$ cat config.mk
export PLATFORM = sky130hd
export DESIGN_NAME = sorted_multiset_table_top
export DESIGN_NICKNAME = d
export VERILOG_FILES = /design/src/rtl/smt_pkg.sv /design/src/rtl/sorted_multiset_table_top.sv /design/src/rtl/smt_ram.sv
export VERILOG_INCLUDE_DIRS = /design/src /design/src/rtl
export SDC_FILE = /design/constraint.sdc
export NUM_CORES = 2
export LEC_CHECK = 0
export BUFFER_PORTS_ARGS = -buffer_cell sky130_fd_sc_hd__buf_4
export CORE_MARGIN = 1.5
export CORE_UTILIZATION = 40
export CTS_CLUSTER_DIAMETER = 50
export DETAILED_ROUTE_END_ITERATION = 16
export GPL_ROUTABILITY_DRIVEN = 0
export SETUP_SLACK_MARGIN = 0.4
export SYNTH_ARGS = -nofsm -noshare
export SYNTH_HDL_FRONTEND = slang
export SYNTH_SLANG_ARGS = --single-unit
export TNS_END_PERCENT = 30
$ cat constraint.sdc
create_clock -name i_clk -period 3.96 [get_ports i_clk]
set_input_delay 0.792 -clock i_clk [delete_from_list [all_inputs] [get_ports i_clk]]
set_output_delay 0.792 -clock i_clk [all_outputs]
set_load 0.02 [all_outputs]
$ cat src/rtl/sorted_multiset_table_top_assert.svh
// Assertion macros for the sorted multiset table.
// Included by sorted_multiset_table_top; no other dependencies.
`ifndef SORTED_MULTISET_TABLE_TOP_ASSERT_SVH
`define SORTED_MULTISET_TABLE_TOP_ASSERT_SVH

// Antecedent holds -> consequent holds in the same cycle.
`define SMT_ASSERT_NOW(lbl, clk, rst_n, ante, cons, msg) \
    lbl: assert property (@(posedge clk) disable iff (!(rst_n)) (ante) |-> (cons)) \
        else $error(msg);

// Antecedent holds -> consequent holds in the next cycle.
`define SMT_ASSERT_NEXT(lbl, clk, rst_n, ante, cons, msg) \
    lbl: assert property (@(posedge clk) disable iff (!(rst_n)) (ante) |=> (cons)) \
        else $error(msg);

`endif

$ cat src/rtl/smt_pkg.sv
// Package for the sorted multiset table: sizes, codes and item types.
// No dependencies.
`timescale 1ns / 1ps
`default_nettype none

package smt_pkg;

    localparam int DEPTH  = 64;
    localparam int DATA_W = 32;
    localparam int CNT_W  = $clog2(DEPTH + 1);
    localparam int ADDR_W = (DEPTH > 1) ? $clog2(DEPTH) : 1;
    localparam int OUT_W  = 7;

    typedef enum logic [1:0] {
        FN_INSERT = 2'd0,
        FN_COUNT  = 2'd1,
        FN_DELETE = 2'd2,
        FN_NOP    = 2'd3
    } t_func;

    typedef enum logic [1:0] {
        ST_OK      = 2'd0,
        ST_FULL    = 2'd1,
        ST_EMPTY   = 2'd2,
        ST_MISSING = 2'd3
    } t_status;

    typedef struct packed {
        logic [1:0]               func;
        logic signed [DATA_W-1:0] value;
    } t_in_item;

    typedef struct packed {
        logic [1:0]       status;
        logic [OUT_W-1:0] match_count;
        logic [OUT_W-1:0] occupancy;
    } t_out_item;

endpackage

`default_nettype wire

$ cat src/rtl/sorted_multiset_table_top.sv
// A refused insert, a no-op and any item on an empty store skip the scan and go
//   straight to the result; a stalled output holds the sequencer until its slot frees.
// One item at a time; scans step through the store over the single read port of
//   the store RAM (one entry read per cycle).
// Reset: synchronous, active low; clears count, FSM and output valid, not the store.
`timescale 1ns / 1ps
`default_nettype none
`include "sorted_multiset_table_top_assert.svh"

module sorted_multiset_table_top
    import smt_pkg::*;
(
    input  wire logic      i_clk,
    input  wire logic      i_rst_n,
    input  wire logic      i_in_valid,
    output logic           o_in_ready,
    input  wire t_in_item  i_in,
    output logic           o_out_valid,
    input  wire logic      i_out_ready,
    output t_out_item      o_out
);

    // Sequencer states, one-hot.
    typedef enum logic [6:0] {
        S_IDLE   = 7'b000_0001,  // wait for an item
        S_INS    = 7'b000_0010,  // insert: scan down from the top, shifting up
        S_INSPUT = 7'b000_0100,  // insert: value goes to entry 0
        S_CNT    = 7'b000_1000,  // count: scan up, tally equal entries
        S_DFIND  = 7'b001_0000,  // delete: scan up for the first match
        S_DSHIFT = 7'b010_0000,  // delete: shift the tail down one entry
        S_FIN    = 7'b100_0000   // hand the result to the output register
    } t_state;

    t_state                   r_state, n_state;
    logic [CNT_W-1:0]         r_count, n_count;
    logic [ADDR_W-1:0]        r_ptr, n_ptr;      // entry whose read data arrives now
    logic [CNT_W-1:0]         r_match, n_match;
    logic [1:0]               r_status, n_status;
    logic signed [DATA_W-1:0] r_val, n_val;
    logic                     r_out_valid, n_out_valid;
    t_out_item                r_out, n_out;

    // Store RAM ports
    logic                     ram_we;
    logic [ADDR_W-1:0]        ram_waddr;
    logic [DATA_W-1:0]        ram_wdata;
    logic [ADDR_W-1:0]        ram_raddr;
    logic [DATA_W-1:0]        ram_rdata;

    logic                     w_last;   // r_ptr is the top stored entry
    logic                     w_hit;    // read data equals the key
    logic                     w_ge;     // read data >= value, signed

    smt_ram #(
        .P_WIDTH(DATA_W),
        .P_DEPTH(DEPTH)
    ) u_store (
        .i_clk  (i_clk),
        .i_we   (ram_we),
        .i_waddr(ram_waddr),
        .i_wdata(ram_wdata),
        .i_raddr(ram_raddr),
        .o_rdata(ram_rdata)
    );

    assign w_last = (CNT_W'(r_ptr) == (r_count - CNT_W'(1)));
    assign w_hit  = ($signed(ram_rdata) == r_val);
    assign w_ge   = ($signed(ram_rdata) >= r_val);

    always_comb begin
        n_state     = r_state;
        n_count     = r_count;
        n_ptr       = r_ptr;
        n_match     = r_match;
        n_status    = r_status;
        n_val       = r_val;
        n_out       = r_out;
        n_out_valid = r_out_valid;
        ram_we      = 1'b0;
        ram_waddr   = '0;
        ram_wdata   = '0;
        ram_raddr   = '0;

        // Output slot empties when taken; reloaded below in S_FIN.
        if (i_out_ready) begin
            n_out_valid = 1'b0;
        end

        case (r_state)
            S_IDLE: begin
                if (i_in_valid) begin
                    n_val    = i_in.value;
                    n_match  = '0;
                    n_status = ST_OK;
                    n_state  = S_FIN;
                    case (i_in.func)
                        FN_INSERT: begin
                            if (r_count >= CNT_W'(DEPTH)) begin
                                n_status = ST_FULL;
                            end else if (r_count == '0) begin
                                // empty store: write straight to entry 0
                                ram_we    = 1'b1;
                                ram_waddr = '0;
                                ram_wdata = i_in.value;
                                n_count   = r_count + CNT_W'(1);
                            end else begin
                                ram_raddr = ADDR_W'(r_count - CNT_W'(1));
                                n_ptr     = ADDR_W'(r_count - CNT_W'(1));
                                n_state   = S_INS;
                            end
                        end
                        FN_COUNT: begin
                            if (r_count != '0) begin
                                ram_raddr = '0;
                                n_ptr     = '0;
                                n_state   = S_CNT;
                            end
                        end
                        FN_DELETE: begin
                            if (r_count == '0) begin
                                n_status = ST_EMPTY;
                            end else begin
                                ram_raddr = '0;
                                n_ptr     = '0;
                                n_state   = S_DFIND;
                            end
                        end
                        default: begin
                            n_state = S_FIN;
                        end
                    endcase
                end
            end

            S_INS: begin
                ram_we    = 1'b1;
                ram_waddr = r_ptr + ADDR_W'(1);
                if (w_ge) begin
                    // entry moves up one; keep scanning down
                    ram_wdata = ram_rdata;
                    if (r_ptr == '0) begin
                        n_state = S_INSPUT;
                    end else begin
                        ram_raddr = r_ptr - ADDR_W'(1);
                        n_ptr     = r_ptr - ADDR_W'(1);
                    end
                end else begin
                    // smaller entry found: the value lands just above it
                    ram_wdata = r_val;
                    n_count   = r_count + CNT_W'(1);
                    n_state   = S_FIN;
                end
            end

            S_INSPUT: begin
                ram_we    = 1'b1;
                ram_waddr = '0;
                ram_wdata = r_val;
                n_count   = r_count + CNT_W'(1);
                n_state   = S_FIN;
            end

            S_CNT: begin
                if (w_hit) begin
                    n_match = r_match + CNT_W'(1);
                end
                if (w_last) begin
                    n_state = S_FIN;
                end else begin
                    ram_raddr = r_ptr + ADDR_W'(1);
                    n_ptr     = r_ptr + ADDR_W'(1);
                end
            end

            S_DFIND: begin
                if (w_hit && w_last) begin
                    // match is the top entry: nothing to shift
                    n_count = r_count - CNT_W'(1);
                    n_state = S_FIN;
                end else if (w_last) begin
                    n_status = ST_MISSING;
                    n_state  = S_FIN;
                end else begin
                    ram_raddr = r_ptr + ADDR_W'(1);
                    n_ptr     = r_ptr + ADDR_W'(1);
                    if (w_hit) begin
                        n_state = S_DSHIFT;
                    end
                end
            end

            S_DSHIFT: begin
                ram_we    = 1'b1;
                ram_waddr = r_ptr - ADDR_W'(1);
                ram_wdata = ram_rdata;
                if (w_last) begin
                    n_count = r_count - CNT_W'(1);
                    n_state = S_FIN;
                end else begin
                    ram_raddr = r_ptr + ADDR_W'(1);
                    n_ptr     = r_ptr + ADDR_W'(1);
                end
            end

            S_FIN: begin
                if (!r_out_valid || i_out_ready) begin
                    n_out_valid       = 1'b1;
                    n_out.status      = r_status;
                    n_out.match_count = OUT_W'(r_match);
                    n_out.occupancy   = OUT_W'(r_count);
                    n_state           = S_IDLE;
                end
            end

            default: begin
                n_state = S_IDLE;
            end
        endcase
    end

    // Control state
    always_ff @(posedge i_clk) begin
        if (!i_rst_n) begin
            r_state     <= S_IDLE;
            r_count     <= '0;
            r_out_valid <= 1'b0;
        end else begin
            r_state     <= n_state;
            r_count     <= n_count;
            r_out_valid <= n_out_valid;
        end
    end

    // Payload, no reset
    always_ff @(posedge i_clk) begin
        r_ptr    <= n_ptr;
        r_match  <= n_match;
        r_status <= n_status;
        r_val    <= n_val;
        r_out    <= n_out;
    end

    assign o_in_ready  = (r_state == S_IDLE);
    assign o_out_valid = r_out_valid;
    assign o_out       = r_out;

    // ---------------------------------------------------------------- checks
    `SMT_ASSERT_NOW(a_count_bound, i_clk, i_rst_n, 1'b1,
        r_count <= CNT_W'(DEPTH), "entry count above DEPTH")
    `SMT_ASSERT_NEXT(a_insert_grows, i_clk, i_rst_n, r_state == S_INSPUT,
        r_count == $past(r_count) + CNT_W'(1), "insert at head did not bump count")
    `SMT_ASSERT_NOW(a_scan_in_range, i_clk, i_rst_n,
        r_state == S_CNT || r_state == S_DFIND || r_state == S_DSHIFT,
        CNT_W'(r_ptr) < r_count, "scan pointer past stored entries")
    `SMT_ASSERT_NOW(a_full_status, i_clk, i_rst_n,
        r_state == S_FIN && r_status == ST_FULL,
        r_count == CNT_W'(DEPTH), "full status with room left")

endmodule

`default_nettype wire

$ cat src/rtl/smt_ram.sv
// Generic simple dual-port RAM: one write port, one read port, registered read.
// No dependencies.
`timescale 1ns / 1ps
`default_nettype none

module smt_ram #(
    parameter int P_WIDTH = 32,
    parameter int P_DEPTH = 64
) (
    input  wire logic                                         i_clk,
    input  wire logic                                         i_we,
    input  wire logic [((P_DEPTH > 1) ? $clog2(P_DEPTH) : 1)-1:0] i_waddr,
    input  wire logic [P_WIDTH-1:0]                           i_wdata,
    input  wire logic [((P_DEPTH > 1) ? $clog2(P_DEPTH) : 1)-1:0] i_raddr,
    output logic      [P_WIDTH-1:0]                           o_rdata
);

    logic [P_WIDTH-1:0] r_mem [P_DEPTH];
    logic [P_WIDTH-1:0] r_rdata;

    always_ff @(posedge i_clk) begin
        if (i_we) begin
            r_mem[i_waddr] <= i_wdata;
        end
        r_rdata <= r_mem[i_raddr];
    end

    assign o_rdata = r_rdata;

endmodule

`default_nettype wire

==> results.md <==
* Num rows at 169
* Maximum VDD drop at 0.5022 mV
* Number of antenna violations at the first check in global routing at 9
* Clock Skew at 0.03655 ns
* Post-route ant nets at 0
* Post-Syn Area at 85810 sq um
* Initial core utilization at 40.34%
* Most common cell in the netlist: edfxtp_1
* Synth Area in XOR/XNOR at less than 1%
* Synth-to-Final Area Change at 28.42%
* Layout fillers at 17.38k
* H-tree depth at 4
* Total GRT Usage at 24.74%
* Bufs on Longest Clock Path at 3
* R2R cell count at 18
* Ys flop type: edfxtp_1
* Die W at 466.2 um
* Final Hold Viols at 0
* Vias after detailed routing at 58.83k
* Most frequent cells after synthesis: edfxtp_1, nand2_1, nand3_1
* Syn_area_per_cell at 13.73 sq um
* Clock transition at path regs at 0.06 ns
* Pwr dens at 447.0 nW/um^2
* Critical path startpoint category: flop
* 1st-pass router iterations at 8
* Hold Startpoint: i_in[10]
* Core area at 212700 sq um
* DRT iter0 DRCs at 8406
* Setup Slack @ Placement at -0.9599 ns
* DIE AREA at 217300 sq um
* Synthesized Nets at about 6.3k
* Buffers on Ports at 55
* EDFF count, synth at 2111
* Share of cells above drive strength 1 at approximately 25%
* Max Freq at ~0.24 GHz
* Worst EP arrival at 4.95 ns
* Final wirelength at roughly 280000 um
* Critical path class: reg2reg
* Share of flip-flops with an asynchronous set or reset at 0%
* Nets at 7205
* Residual DRC at 0
* CP max FO at 30
* Area leader, netlist: edfxtp_1
* Post-Route Utilization at a little over 50%
* Post-synthesis adder-cell area fraction at 0.6270%
* Slew Viols, Final at 0
* Library cells used by synthesis at 82
* Tcrit/Tclk final at 104.3%
* Die extent in y at 466.2 um
* Worst-skew pair later-pin latency at 0.88 ns
* Via density per instance at 5.804
* Yosys top cell area share at 73.87%
* First-pass GRT wire length at 389900 um
* Largest family of logic cells by synthesized area: simple AND/OR/NAND/NOR gates
* CP most frequent cell: buf_4
* Worst Hold End: r_val[10]
* RSZ-0062 raised after global routing: yes
* R2R Setup Slk at -0.17 ns
* Outcome: finished, violations left
* Crit-path max cell delay at 0.48 ns
* Reg-to-Reg Start: r_val[21]
* Clk Tree Root Cell: clkbuf_16
* DP Wirelength at 157800 um
* Slowest CP cell: a22oi_2
* Vias in the first global route at 55.26k
* Largest net degree at the start of global routing at 65
* I/O pin count at 56
* Global route overflow at 0
* Routed WL per cell at approximately 28 um
* Pleak at between 0.03 and 0.04 uW
* Crit end category: flop
* Mux cell area share after synthesis at 2.489%
* Area contributors post-synth: edfxtp_1, nand2_1, nand3_1, mux2i_1, a32oi_1
* Share of the yosys chip area belonging to registers at 74.97%
* Slew @ Worst Pin at roughly 0.84 ns
* CTS Sinks at 2158
* Post-synthesis compound-gate area fraction at under 10%
* CP required at 4.78 ns
* Crit path time final at 4.131 ns
* Min setup slack post-route at -0.1709 ns
* Hold/Removal Path Class: in2reg
* Crit-path cells: inv_1 -> ha_4 -> nand4_1 -> buf_4 -> nor3_4 -> a2bb2oi_2 -> nand3b_1 -> nand4_1 -> buf_6 -> buf_4 -> o21bai_4 -> nand3_4 -> buf_12 -> o22ai_2 -> a311oi_1 -> buf_4 -> a22oi_2 -> and3_4
* Worst hold stages at 1
* CTS tree: yes
* Violated checks: negative setup slack
* Max cap viols at 0
* R2R Path End: u_store.o_rdata[19]
* Synthesized flop and latch total at 2158
* Slew margin rel. at 43.67%
* Cell count after synthesis at 6249
* Ys Warns at 0
* Post-Synth Simple-Gate Area at 13.14%
* CTS buffer count at about 220
* Final setup viols at 24
[flip-flops by register name, summed over array words and instances (netlist names)]
register	cells
o_out	16
r_match	7
r_state	7
r_val	32
u_store.r_mem	2048
r_count	7
o_out_valid	1
r_status	2
u_store.o_rdata	32
r_ptr	6
[what timing repair did]
action / CTS / global route
hold buffers: 0 / 0
gates resized for setup: 390 / 215
buffers inserted: 115 / 49
endpoints found under the setup margin: 2025 / 3133
gates cloned: 27 / 37
pin swaps: 118 / 108
[logic make-up (layout without fill, tap and decap cells)]
kind of cell / after synthesis / after routing
simple gates: 2641 / 2641
compound gates: 727 / 727
flops: 2158 / 2158
fa+ha+maj: 43 / 43
mux: 213 / 213
xor+xnor: 32 / 32
buf+inv: 435 / 1499
other cells: 0 / 2
[critical path: cells and delay by family (launching register included)]
| kind | cells | cell delay, ns |
|---|---|---|
| buffers and inverters | 6 | 1.08 |
| AOI/OAI and AO/OA | 5 | 1.05 |
| and+or+nand+nor | 6 | 1.18 |
| adders and majority gates | 1 | 0.28 |
| DFF | 1 | 0.41 |
[routing by layer]
layer  share of wire [%]  vias to the layer above  track usage, %
li1                    -                    25210               -
met1                  40                    29530           35.06
met2                  45                     3555           37.96
met3                  11                      532           4.745
met4                 4.0                        2           9.007
met5              0.0046                        -               0
[worst max-delay path by stage]
stage | startpoint | to | slack (ns) | depth (start not counted)
after global routing | r_val[15] | u_store.o_rdata[18] | -0.23 | 20
after global placement | i_in[32] | u_store.o_rdata[18] | -0.97 | 19
after detailed placement | i_in[32] | u_store.o_rdata[18] | -0.96 | 19
after CTS | r_val[27] | u_store.o_rdata[17] | -0.04 | 19
after floorplan | r_ptr[0] | u_store.r_mem[18][0] | -0.006 | 8
final | r_val[21] | u_store.o_rdata[19] | -0.17 | 18
[cells in the final DEF, fill, tap and decap left out, types with 15 or more instances in the layout]
| cell type | Yosys | final |
|---|---|---|
| edfxtp_1 | 2111 | 2111 |
| nand2_1 | 1668 | 1608 |
| nand3_1 | 646 | 623 |
| buf_4 | 30 | 614 |
| clkbuf_16 | 0 | 252 |
| buf_12 | 0 | 236 |
| mux2i_1 | 210 | 197 |
| a32oi_1 | 148 | 131 |
| a21oi_1 | 132 | 118 |
| buf_6 | 7 | 97 |
| a31oi_1 | 105 | 87 |
| nor2_4 | 1 | 80 |
| o22ai_1 | 88 | 64 |
| nand4_1 | 60 | 60 |
| clkbuf_1 | 140 | 60 |
| nor2_1 | 145 | 54 |
| nand2_2 | 1 | 43 |
| a22oi_1 | 73 | 43 |
| inv_1 | 46 | 41 |
| buf_16 | 0 | 37 |
| clkinv_2 | 0 | 36 |
| dfxtp_1 | 47 | 35 |
| a311oi_2 | 0 | 33 |
| o21ai_0 | 35 | 32 |
| a22oi_2 | 0 | 30 |
| clkinv_1 | 1 | 29 |
| ha_1 | 43 | 26 |
| a311oi_1 | 56 | 22 |
| o22ai_2 | 0 | 21 |
| buf_8 | 0 | 21 |
| clkbuf_8 | 0 | 20 |
| nand3_2 | 0 | 19 |
| bufinv_16 | 0 | 19 |
| and3_4 | 0 | 18 |
| xnor2_1 | 18 | 17 |
| ha_4 | 0 | 17 |
| nor2_2 | 4 | 16 |
| and3_1 | 33 | 15 |
| a32o_1 | 15 | 15 |
[final cells by class]
type / instances / area (sq um) / share of cell area, %
tap: 2821 / 3530 / 3.203
multi-input combinational: 3656 / 22160 / 20.11
clock buffer: 302 / 6056 / 5.496
sequential: 2158 / 64350 / 58.40
antenna: 2 / 5.005 / 0.004542
timing repair buffer: 1042 / 12740 / 11.56
clock inverter: 108 / 1175 / 1.066
inverter: 47 / 176.4 / 0.1601
[stage by stage]
stage          setup TNS (ns)  cell area [sq um]  hold WS (ns)  power [uW]  instances
4_1_cts               -0.1681             107800       0.05415       49040      10050
5_1_grt                -4.382             110200       0.08386       50410      10140
2_1_floorplan          -1.632              85860        0.4003       26880       6249
3_5_place_dp           -12.99              96880        0.4107       28220       9496
6_report               -1.532             110200        0.1102       49250      10140
3_3_place_gp           -13.26              96880        0.4073       28190       9496
[report_power, final]
group	leakage (uW)	internal (uW)	switching [uW]	total, uW
sequential	0.0203	25200	144	25300
clock	0.00354	11900	8830	20800
combinational	0.0144	1310	1840	3150
total	0.0382	38400	10800	49300
(Power assumes the default switching activity.)
